[config.mk]
export PLATFORM = sky130hd
export DESIGN_NAME = csv_row_tokenizer_core
export DESIGN_NICKNAME = d
export VERILOG_FILES = /design/src/hw/rtl/csvt_pkg.sv /design/src/hw/rtl/csvt_step.sv /design/src/hw/rtl/csv_row_tokenizer_core.sv
export SDC_FILE = /design/constraint.sdc
export NUM_CORES = 1
export LEC_CHECK = 0
export ABC_AREA = 1
export BUFFER_PORTS_ARGS = -buffer_cell sky130_fd_sc_hd__buf_4
export CAP_MARGIN = 20
export CORE_MARGIN = 3
export CORE_UTILIZATION = 41
export DETAILED_ROUTE_END_ITERATION = 8
export PLACE_DENSITY = 0.62
export SYNTH_ARGS = -nofsm -noshare
export SYNTH_HDL_FRONTEND = slang
export SYNTH_SLANG_ARGS = --single-unit
[constraint.sdc]
create_clock -name clk -period 3.1 [get_ports clk]
set_input_delay 0.31 -clock clk [delete_from_list [all_inputs] [get_ports clk]]
set_output_delay 0.31 -clock clk [all_outputs]
set_load 0.02 [all_outputs]
[src/hw/rtl/csvt_pkg.sv]
// Shared types, character codes and token helpers for the CSV row tokenizer.
// No dependencies; imported by every RTL file of the block.
`timescale 1ns / 1ps

package csvt_pkg;

  localparam int MaxTokens = 4;

  localparam logic [7:0] CH_COMMA  = 8'h2C;
  localparam logic [7:0] CH_QUOTE  = 8'h22;
  localparam logic [7:0] CH_BSLASH = 8'h5C;
  localparam logic [7:0] CH_HASH   = 8'h23;
  localparam logic [7:0] CH_SLASH  = 8'h2F;
  localparam logic [7:0] CH_TAB    = 8'h09;
  localparam logic [7:0] CH_CR     = 8'h0D;
  localparam logic [7:0] CH_LF     = 8'h0A;

  typedef enum logic [1:0] {
    KIND_BYTE      = 2'd0,
    KIND_FIELD_END = 2'd1,
    KIND_ROW_KEPT  = 2'd2,
    KIND_ROW_DROP  = 2'd3
  } token_kind_t;

  typedef enum logic [1:0] {
    PEND_NONE   = 2'd0,
    PEND_BSLASH = 2'd1,
    PEND_SLASH  = 2'd2
  } pend_t;

  typedef struct packed {
    logic [7:0] text_byte;
    logic       final_byte;
  } in_t;

  typedef struct packed {
    logic [1:0] token_kind;
    logic [7:0] token_byte;
    logic       run_end;
  } out_t;

  typedef struct packed {
    token_kind_t kind;
    logic [7:0]  data;
  } token_t;

  typedef struct packed {
    logic [2:0]                 count;
    token_t [MaxTokens-1:0]     item;
  } token_list_t;

  typedef struct packed {
    logic  quoted_mode;
    pend_t pending_char;
    logic  skipping_row;
    logic  separator_seen;
    logic  field_nonempty;
  } tok_state_t;

  function automatic token_list_t push_token(token_list_t l, token_kind_t kind,
                                             logic [7:0] data);
    token_list_t r;
    r = l;
    if (l.count < 3'(MaxTokens)) begin
      r.item[l.count[1:0]].kind = kind;
      r.item[l.count[1:0]].data = data;
      r.count = 3'(l.count + 3'd1);
    end
    return r;
  endfunction

endpackage

[src/hw/rtl/csvt_step.sv]
// Combinational next-state and token generation for one text byte.
// Depends on csvt_pkg.
`timescale 1ns / 1ps

module csvt_step
  import csvt_pkg::*;
(
  input  tok_state_t  state,
  input  logic        comments_enabled,
  input  in_t         item,
  output tok_state_t  state_next,
  output token_list_t tokens
);

  always_comb begin
    tok_state_t  s;
    token_list_t l;
    logic [7:0]  c;
    logic        do_plain;
    logic        drop;

    s        = state;
    l        = '0;
    c        = item.text_byte;
    do_plain = 1'b0;
    drop     = 1'b0;

    if (c != CH_LF) begin
      unique case (s.pending_char)
        PEND_BSLASH: begin
          s.pending_char = PEND_NONE;
          if (c == CH_QUOTE) begin
            l = push_token(l, KIND_BYTE, CH_QUOTE);
            s.field_nonempty = 1'b1;
          end else begin
            l = push_token(l, KIND_BYTE, CH_BSLASH);
            s.field_nonempty = 1'b1;
            do_plain = 1'b1;
          end
        end
        PEND_SLASH: begin
          s.pending_char = PEND_NONE;
          if (c == CH_SLASH) begin
            s.skipping_row = 1'b1;
          end else begin
            l = push_token(l, KIND_BYTE, CH_SLASH);
            s.field_nonempty = 1'b1;
            do_plain = 1'b1;
          end
        end
        default: begin
          s.pending_char = PEND_NONE;
          do_plain = 1'b1;
        end
      endcase

      if (do_plain && !s.skipping_row) begin
        priority if (c == CH_COMMA && !s.quoted_mode) begin
          l = push_token(l, KIND_FIELD_END, 8'd0);
          s.separator_seen = 1'b1;
          s.field_nonempty = 1'b0;
        end else if (c == CH_QUOTE) begin
          s.quoted_mode = !s.quoted_mode;
        end else if (s.quoted_mode && c == CH_BSLASH) begin
          s.pending_char = PEND_BSLASH;
        end else if (!s.quoted_mode && (c == CH_CR || c == CH_TAB)) begin
          s.pending_char = PEND_NONE;
        end else if (!s.quoted_mode && comments_enabled && c == CH_HASH) begin
          s.skipping_row = 1'b1;
        end else if (!s.quoted_mode && comments_enabled && c == CH_SLASH) begin
          s.pending_char = PEND_SLASH;
        end else begin
          l = push_token(l, KIND_BYTE, c);
          s.field_nonempty = 1'b1;
        end
      end
    end

    // row end: flush held lookahead byte, then one kept/dropped token
    if (c == CH_LF || item.final_byte) begin
      if (s.pending_char == PEND_BSLASH) begin
        l = push_token(l, KIND_BYTE, CH_BSLASH);
        s.field_nonempty = 1'b1;
      end else if (s.pending_char == PEND_SLASH) begin
        l = push_token(l, KIND_BYTE, CH_SLASH);
        s.field_nonempty = 1'b1;
      end
      drop = s.skipping_row || (!s.separator_seen && !s.field_nonempty);
      l = push_token(l, drop ? KIND_ROW_DROP : KIND_ROW_KEPT, 8'd0);
      s = '0;
    end

    state_next = s;
    tokens     = l;
  end

endmodule

[src/hw/rtl/csv_row_tokenizer_core.sv]
// CSV row tokenizer top level: input register, tokenizer state, token buffer.
// Depends on csvt_pkg and csvt_step.
`timescale 1ns / 1ps
//
//  channel | signals                         | direction
//  --------+---------------------------------+----------
//  in      | in_valid, in_ready, in_data     | sink
//  out     | out_valid, out_ready, out_data  | source
//  cfg     | cfg_we, cfg_data                | sink, write only
//
// A byte is registered on accept and decoded combinationally into 0..3 tokens.
// Tokens leave the token buffer one per cycle while out_ready is high.
// A new byte is taken while the previous one's tokens are still delivered.
// rst is synchronous: it clears tokenizer state, buffers and comments_enabled.

module csv_row_tokenizer_core
  import csvt_pkg::*;
(
  input  logic clk,
  input  logic rst,
  input  logic in_valid,
  output logic in_ready,
  input  in_t  in_data,
  output logic out_valid,
  input  logic out_ready,
  output out_t out_data,
  input  logic cfg_we,
  input  logic cfg_data
);

  logic        comments_enabled;
  in_t         item;
  logic        item_valid;
  tok_state_t  state;
  tok_state_t  state_next;
  token_list_t tokens;
  token_list_t token_buf;
  logic        buf_valid;
  logic [1:0]  rd_ptr;
  logic        last_tok;
  logic        last_drain;
  logic        load;

  csvt_step u_step (
    .state            (state),
    .comments_enabled (comments_enabled),
    .item             (item),
    .state_next       (state_next),
    .tokens           (tokens)
  );

  assign last_tok   = (3'({1'b0, rd_ptr}) == 3'(token_buf.count - 3'd1));
  assign last_drain = buf_valid && out_ready && last_tok;
  assign load       = item_valid && (!buf_valid || last_drain);
  assign in_ready   = !item_valid || load;

  assign out_valid           = buf_valid;
  assign out_data.token_kind = token_buf.item[rd_ptr].kind;
  assign out_data.token_byte = token_buf.item[rd_ptr].data;
  assign out_data.run_end    = last_tok;

  always_ff @(posedge clk) begin
    if (rst) begin
      comments_enabled <= 1'b0;
    end else if (cfg_we) begin
      comments_enabled <= cfg_data;
    end
  end

  always_ff @(posedge clk) begin
    if (in_valid && in_ready) begin
      item <= in_data;
    end
    if (rst) begin
      item_valid <= 1'b0;
    end else if (in_valid && in_ready) begin
      item_valid <= 1'b1;
    end else if (load) begin
      item_valid <= 1'b0;
    end
  end

  always_ff @(posedge clk) begin
    if (rst) begin
      state     <= '0;
      buf_valid <= 1'b0;
      rd_ptr    <= '0;
      token_buf <= '0;
    end else begin
      if (load) begin
        state <= state_next;
      end
      if (load && tokens.count != 3'd0) begin
        token_buf <= tokens;
        buf_valid <= 1'b1;
        rd_ptr    <= '0;
      end else if (buf_valid && out_ready) begin
        if (last_tok) begin
          buf_valid <= 1'b0;
        end else begin
          rd_ptr <= 2'(rd_ptr + 2'd1);
        end
      end
    end
  end

endmodule

==> run_results.csv, run 1 <==
group,metric,value,unit
logic_synthesis,muxShareOfSynthArea,0,%
layout,final_cell_mix,"buf_4 (108), nand2_1 (107), inv_1 (59), nor2_1 (52)",
logic_synthesis,ys_types,41,
clock_tree,clk_path_buf_depth,2,
worst_hold_path,hp-class,"in -> reg",
layout,post-route-util,56.7,%
worst_hold_path,min_to,"item[2]$_DFFE_PP_",
power_and_ir_drop,peakVddDrop,184,uV
logic_synthesis,yosysSeqAreaShare,29.4,%
logic_synthesis,ys_async_sr_fraction,0,%
global_routing,grt_use_total,20.8,%
clock_tree,cts_made_buffers,5,
setup_path,critPathSlowestCell,"edfxtp_1",
clock_tree,htreeDepth,2,
floorplanning,io_pins,28,
timing,setup_viol,33,
global_routing,grt_max_degree,44,
logic_synthesis,ys_warn_count,0,
global_routing,grt_pass1_vias,3902,
logic_synthesis,synth_top_family_by_area,"simple AND/OR/NAND/NOR gates",
power_and_ir_drop,power_frac_comb,22.0,%
setup_path,cp.arrival,3420,ps
global_routing,grt_antenna_before_repair,0,
power_and_ir_drop,p_int,1.08,mW
logic_synthesis,syn_inst,560,
routing,dr_total_vias,4048,
status,violations,"negative setup slack",
setup_path,max_stage_delay,440,ps
status,outcome,"complete, but fails checks",
setup_path,required,3310,ps
clock_tree,cts_root_buf,"clkbuf_8",
placed_design,gp_routability_congestion,0.946,
routing,route.antenna.remaining_nets,0,
routing,first_pass_iters,5,
setup_path,path_class,"reg -> reg",
clock_tree,clk_latency,320,ps
routing,wl_per_cell,14.2,um
floorplanning,start_util,42.4,%
timing,drv_slew,0,
setup_path,r2r-start,"item[7]$_DFFE_PP_",
setup_path,crit_path_end_kind,"register",
power_and_ir_drop,switching_power,458,uW
timing,slew_headroom,60.1,%
timing,fin_crit,3210,ps
floorplanning,std_cell_rows,35,
setup_path,r2r_cells,26,
timing,fmax,0.312,GHz
logic_synthesis,yosys_register_bits,53,
floorplanning,die_w,104,um
logic_synthesis,synth_edf_count,9,
power_and_ir_drop,swShare,29.7,%
routing,route.detailed.drc,0,
floorplanning,core,9240,um2
timing,rsz0062_at_grt,"true",
power_and_ir_drop,power,1.54,mW
layout,synthToLayoutAreaGrowth,33.7,%
timing,fin_skew,7.44,ps
logic_synthesis,synthFlopType,"dfxtp_1",
routing,drt_iter0_markers,237,
logic_synthesis,synth_fa_ha_area_share,3.51,%
placed_design,pre_cts_ws,-256,ps
logic_synthesis,synth-xor-area-share,0.895,%
setup_path,start_kind,"register",
layout,num_antenna_cells,0,
placed_design,hpwl,8520,um
timing,tightest_slew,599,ps
timing,period_share,103,%
worst_hold_path,hold_start,"in_data[2]",
clock_tree,cts_tree,"done",
logic_synthesis,syn-num-nets,586,
floorplanning,die_h,104,um
clock_tree,cts.clk_slew.worst_paths,100,ps
job,cap_violations,0,
floorplanning,die_area,10800,um2
setup_path,cpMostUsedCell,"nand2_4",
power_and_ir_drop,seqPwrFrac,47.9,%
setup_path,r2r_end,"token_buf[18]$_SDFFE_PP0P_",
timing,fin_ws,-107,ps
layout,drive_gt1_share,35.9,%
timing,hold_viol,0,
setup_path,rrSetupSlack,-110,ps
logic_synthesis,yosys.area_share.simple,40.4,%
timing,fin_tns_setup,-1880,ps
layout,layout_commonest_cell,"buf_4",
setup_path,cp_max_fo,8,
placed_design,port_buffers,27,
power_and_ir_drop,leakagePower,2.41,nW
layout,finalNetCount,694,
power_and_ir_drop,p_clk_share,30.2,%
routing,avgViaCountPerCell,5.07,
worst_hold_path,hold_depth,1,
logic_synthesis,syn_avg_cell_area,6.99,um2
power_and_ir_drop,powerDensity,294,nW/um2
global_routing,gr-total-overflow,0,
routing,route.final.wire_length,11300,um
clock_tree,cts.sinks,53,
logic_synthesis,synth-compound-area-share,14.8,%
global_routing,grt_pass1_wl,18700,um
logic_synthesis,synthesis.area,3920,um2
==> power by group through the flow <==
stage | Sequential, mW | Clock, mW | Combinational [mW]
after detailed placement | 0.753 | 0 | 0.283
final | 0.738 | 0.465 | 0.339
after CTS | 0.737 | 0.466 | 0.332
after floorplan | 0.752 | 0 | 0.186
after global routing | 0.741 | 0.493 | 0.370
after global placement | 0.752 | 0 | 0.281
==> registers in the layout (all words and copies together), names as in the netlist <==
name	count
token_buf	33
out_valid	1
state	6
rd_ptr	2
comments_enabled	1
item_valid	1
item	9
==> cell usage after synthesis (3+ instances only) <==
cell type  instances  share of area (%)
nand2_4            7                2.0
o21ai_2           14                3.1
nand4_1           15                2.4
inv_2             10               0.96
dfxtp_1           44                 22
nand3_2           30                7.7
buf_12             3                1.5
nand2_1          115                 11
inv_1             62                5.9
nor2_2             4               0.64
nor2_1            58                5.6
a21boi_0           3               0.58
edfxtp_1           9                6.9
nor3_1             3               0.38
clkbuf_1           8               0.77
nand3_1           50                6.4
nand2_2            8                1.3
buf_2              5               0.64
a21oi_1           17                2.2
o211ai_1           3               0.58
ha_1              11                3.5
o21ai_1           19                2.4
o21ai_0           33                4.2
==> cell families (layout without fill, tap and decap cells) <==
family,after synthesis,in the layout
flip-flops,53,53
buffers and inverters,94,203
XOR/XNOR,4,4
adder cells (fa/ha/maj),11,11
AND/OR/NAND/NOR,301,301
AO/OA/AOI/OAI,97,97
==> metal layers <==
metal | up-vias | part of all wire, % | global-route usage, %
li1 | 2064 | - | -
met1 | 1884 | 48 | 28.9
met2 | 81 | 46 | 34.4
met3 | 19 | 3.3 | 2.12
met4 | 0 | 2.4 | 5.89
met5 | - | 0 | 0
==> how the worst max path moves through the flow <==
stage	startpoint	to	slack (ps)	cells after the start
4_1_cts	item[7]$_DFFE_PP_	token_buf[38]$_SDFFE_PP0P_	-70	25
2_1_floorplan	item[8]$_DFFE_PP_	token_buf[10]$_SDFFE_PP0P_	5	24
3_5_place_dp	item[4]$_DFFE_PP_	token_buf[6]$_SDFFE_PP0P_	-260	22
3_3_place_gp	item[7]$_DFFE_PP_	token_buf[6]$_SDFFE_PP0P_	-110	23
5_1_grt	item[7]$_DFFE_PP_	token_buf[38]$_SDFFE_PP0P_	-310	26
6_report	item[7]$_DFFE_PP_	token_buf[18]$_SDFFE_PP0P_	-110	26
==> repair_timing <==
action	CTS	global route
resized for setup	32	11
gates cloned	2	0
setup buffers	25	5
hold buffers	0	0
pin swaps	28	9
endpoints found under the setup margin	40	37
==> area by class of cell <==
class	instances	area (um2)
Clock buffer	7	97.6
Timing Repair Buffer	122	1040
Multi-Input combinational cell	413	2500
Inverter	73	277
Sequential cell	53	1150
Tap cell	129	161
Fill cell	876	4000
Clock inverter	1	8.76
==> per-stage QoR <==
step	hold slack, ps	cells	instance area, um2
after global placement	452	758	4650
after global routing	159	798	5240
final	166	798	5240
after floorplan	404	560	3960
after CTS	164	793	5150
after detailed placement	457	758	4650
==> worst max-delay path: cells and delay by family (launching register included) <==
kind,cells,cell delay (ps)
AO/OA/AOI/OAI,2,200
adder cells (fa/ha/maj),2,500
AND/OR/NAND/NOR,15,1340
buffers and inverters,7,600
flip-flops,1,440
(Power assumes the default switching activity.)
==> run 2: changes to the inputs <==
--- a/config.mk
+++ b/config.mk
@@ -14,4 +14,5 @@
 export PLACE_DENSITY = 0.62
 export SYNTH_ARGS = -nofsm -noshare
 export SYNTH_HDL_FRONTEND = slang
+export SYNTH_HIERARCHICAL = 1
 export SYNTH_SLANG_ARGS = --single-unit
==> run_results.csv, run 2 <==
group,metric,value,unit
status,outcome,"complete, but fails checks",
status,violations,"negative setup slack",
placed_design,port_buffers,27,
setup_path,rrSetupSlack,-220,ps
floorplanning,io_pins,28,
placed_design,place_inst,1015,
timing,hold_viol,0,
setup_path,cp.arrival,3590,ps
layout,synthToLayoutAreaGrowth,29.0,%
layout,reg_top3,"token_buf x43, item x9, state x6",
routing,avgViaCountPerCell,4.95,
clock_tree,cts_root_buf,"clkbuf_16",
logic_synthesis,synth_edf_count,9,
floorplanning,die_area,13200,um2
power_and_ir_drop,powerDensity,479,nW/um2
setup_path,r2r_end,"rd_ptr[0]$_SDFFE_PP0P_",
routing,dr_total_vias,5185,
logic_synthesis,syn_avg_cell_area,6.02,um2
setup_path,required,3370,ps
logic_synthesis,ys_async_sr_fraction,0,%
clock_tree,cts_hold_buffers,0,
logic_synthesis,yosysMostFrequentCell,"nand2_1",
timing,period_share,107,%
logic_synthesis,yosys_register_bits,63,
logic_synthesis,yosysSeqAreaShare,27.9,%
timing,drv_slew,0,
floorplanning,die_w,115,um
logic_synthesis,synth_common_cells,"nand2_1 (185), inv_1 (177), nor2_1 (93), dfxtp_1 (54), nand4_1 (53)",
timing,fin_ws,-219,ps
global_routing,grt_antenna_before_repair,0,
global_routing,grt_pass1_vias,5029,
layout,regMostFlops,"token_buf",
logic_synthesis,ys_types,41,
routing,route.final.wire_length,14300,um
floorplanning,core,11500,um2
clock_tree,clk_latency,340,ps
layout,design_area,6250,um2
global_routing,gr-total-overflow,0,
clock_tree,cts.sinks,63,
timing,fin_crit,3320,ps
worst_hold_path,min_to,"item_valid$_SDFFE_PP0P_",
power_and_ir_drop,leakagePower,3.22,nW
setup_path,crit_path_end_kind,"register",
clock_tree,htreeDepth,3,
logic_synthesis,ys_warn_count,6,
layout,drive_gt1_share,24.8,%
setup_path,path_class,"reg -> reg",
routing,wl_per_cell,13.6,um
floorplanning,start_util,42.2,%
routing,route.antenna.remaining_nets,0,
layout,layout.cells.non_filler,1047,
worst_hold_path,hold_start,"rst",
layout,post-route-util,54.5,%
global_routing,grt_pass1_wl,24000,um
setup_path,cp_max_fo,7,
layout,fillers,1128,
logic_synthesis,synthFlopType,"dfxtp_1",
placed_design,hpwl,10300,um
routing,route.detailed.drc,0,
clock_tree,cts.clk_slew.worst_paths,60,ps
placed_design,gp_routability_congestion,0.933,
clock_tree,clk_path_buf_depth,2,
layout,finalNetCount,925,
logic_synthesis,synth_top_area_share,22.3,%
setup_path,r2r-start,"item[5]$_DFFE_PP_",
global_routing,grt_use_total,22.8,%
placed_design,pre_cts_ws,-240,ps
setup_path,start_kind,"register",
worst_hold_path,hp-class,"in -> reg",
timing,fin_tns_setup,-8800,ps
power_and_ir_drop,peakVddDrop,295,uV
routing,drt_iter0_markers,346,
clock_tree,cts_tree,"done",
timing,fin_skew,8.09,ps
logic_synthesis,synthesis.area,4840,um2
logic_synthesis,yosysTopAreaCell,"dfxtp_1",
floorplanning,std_cell_rows,39,
setup_path,r2r_cells,21,
layout,layout_commonest_cell,"inv_1",
timing,slew_headroom,41.4,%
worst_hold_path,hold_depth,2,
timing,tightest_slew,878,ps
global_routing,grt_max_degree,56,
layout,num_antenna_cells,0,
timing,setup_viol,46,
clock_tree,cts_made_buffers,9,
layout,final_cell_mix,"inv_1 (170), nand2_1 (169), buf_4 (118), nor2_1 (88), dfxtp_1 (54)",
timing,fmax,0.301,GHz
job,cap_violations,0,
floorplanning,die_h,115,um
logic_synthesis,syn_inst,805,
routing,first_pass_iters,6,
layout,largest_register_ffs,43,
logic_synthesis,yosys-top-cells-area,"dfxtp_1 (22%), nand2_1 (14%), inv_1 (14%)",
timing,rsz0062_at_grt,"true",
placed_design,place_area,5710,um2
-- run 2: cell families after synthesis --
logic type      Yosys count  share of synthesized area (%)
compound gates           76                           8.19
fa+ha+maj                11                           2.84
simple gates            415                           40.3
buf+inv                 235                           20.0
other cells               1                         0.0774
xor+xnor                  4                          0.723
flops                    63                           27.9
-- run 2: power by group --
| part | internal [mW] | total (mW) | leakage, nW | switching [mW] |
|---|---|---|---|---|
| logic | 0.428 | 1.04 | 2.55 | 0.610 |
| clock network | 0.624 | 1.00 | 0.138 | 0.376 |
| registers | 0.912 | 0.957 | 0.530 | 0.0450 |
-- run 2: critical path: stages (launching register included) --
cell and delay [ps]:
edfxtp_1 390, inv_2 90, nand2_2 60, nor2_4 220, nand2_2 120, nand2_4 100, nand3_4 110, nand2_4 100
inv_4 40, nand3_4 100, nand3_4 130, ha_4 310, a21oi_4 60, ha_4 260, nand2_1 40, nand3_1 70
o21ai_2 80, or3_4 370, nand4_4 190, buf_6 150, nand2_1 70, a21oi_1 150
-- run 2: worst max path at each step --
stage / start / endpoint / slack, ps / cells past startpoint
3_3_place_gp: item[5]$_DFFE_PP_ / token_buf[9]$_SDFFE_PP0P_ / -200 / 22
6_report: item[5]$_DFFE_PP_ / rd_ptr[0]$_SDFFE_PP0P_ / -220 / 21
3_5_place_dp: item[6]$_DFFE_PP_ / token_buf[26]$_SDFFE_PP0P_ / -240 / 19
5_1_grt: item[5]$_DFFE_PP_ / token_buf[3]$_SDFFE_PP0P_ / -440 / 22
2_1_floorplan: item[7]$_DFFE_PP_ / out_valid$_SDFFE_PP0P_ / -100 / 21
4_1_cts: item[5]$_DFFE_PP_ / token_buf[24]$_SDFFE_PP0P_ / -210 / 22
-- run 2: final cells by class --
| cell class | instances | area (um2) | area share [%] |
|---|---|---|---|
| inverters | 193 | 731 | 11.7 |
| well taps | 143 | 179 | 2.86 |
| flip-flops and latches | 63 | 1350 | 21.6 |
| clock inverters | 3 | 43.8 | 0.701 |
| repair buffers | 124 | 1000 | 16.0 |
| clock buffers | 13 | 240 | 3.85 |
| multi-input cells | 508 | 2700 | 43.2 |
-- run 2: through the flow --
| step | power (mW) | hold slack, ps |
|---|---|---|
| 3_3_place_gp | 1.90 | 459 |
| 5_1_grt | 3.18 | 136 |
| 4_1_cts | 2.97 | 134 |
| 2_1_floorplan | 1.62 | 379 |
| 6_report | 3.00 | 140 |
| 3_5_place_dp | 1.92 | 462 |
-- run 2: metal layers --
metal / global-route usage (%) / wire [um] / vias up
li1: - / - / 2661
met1: 31.5 / 6940 / 2388
met2: 36.3 / 6430 / 118
met3: 4.55 / 714 / 18
met4: 6.10 / 202 / 0
met5: 0 / 0 / -
-- run 2: timing repair --
action,in CTS,in global routing
endpoints found under the setup margin,46,46
buffers inserted,12,1
pin swaps,2,4
cloned,2,1
gates resized for setup,15,17
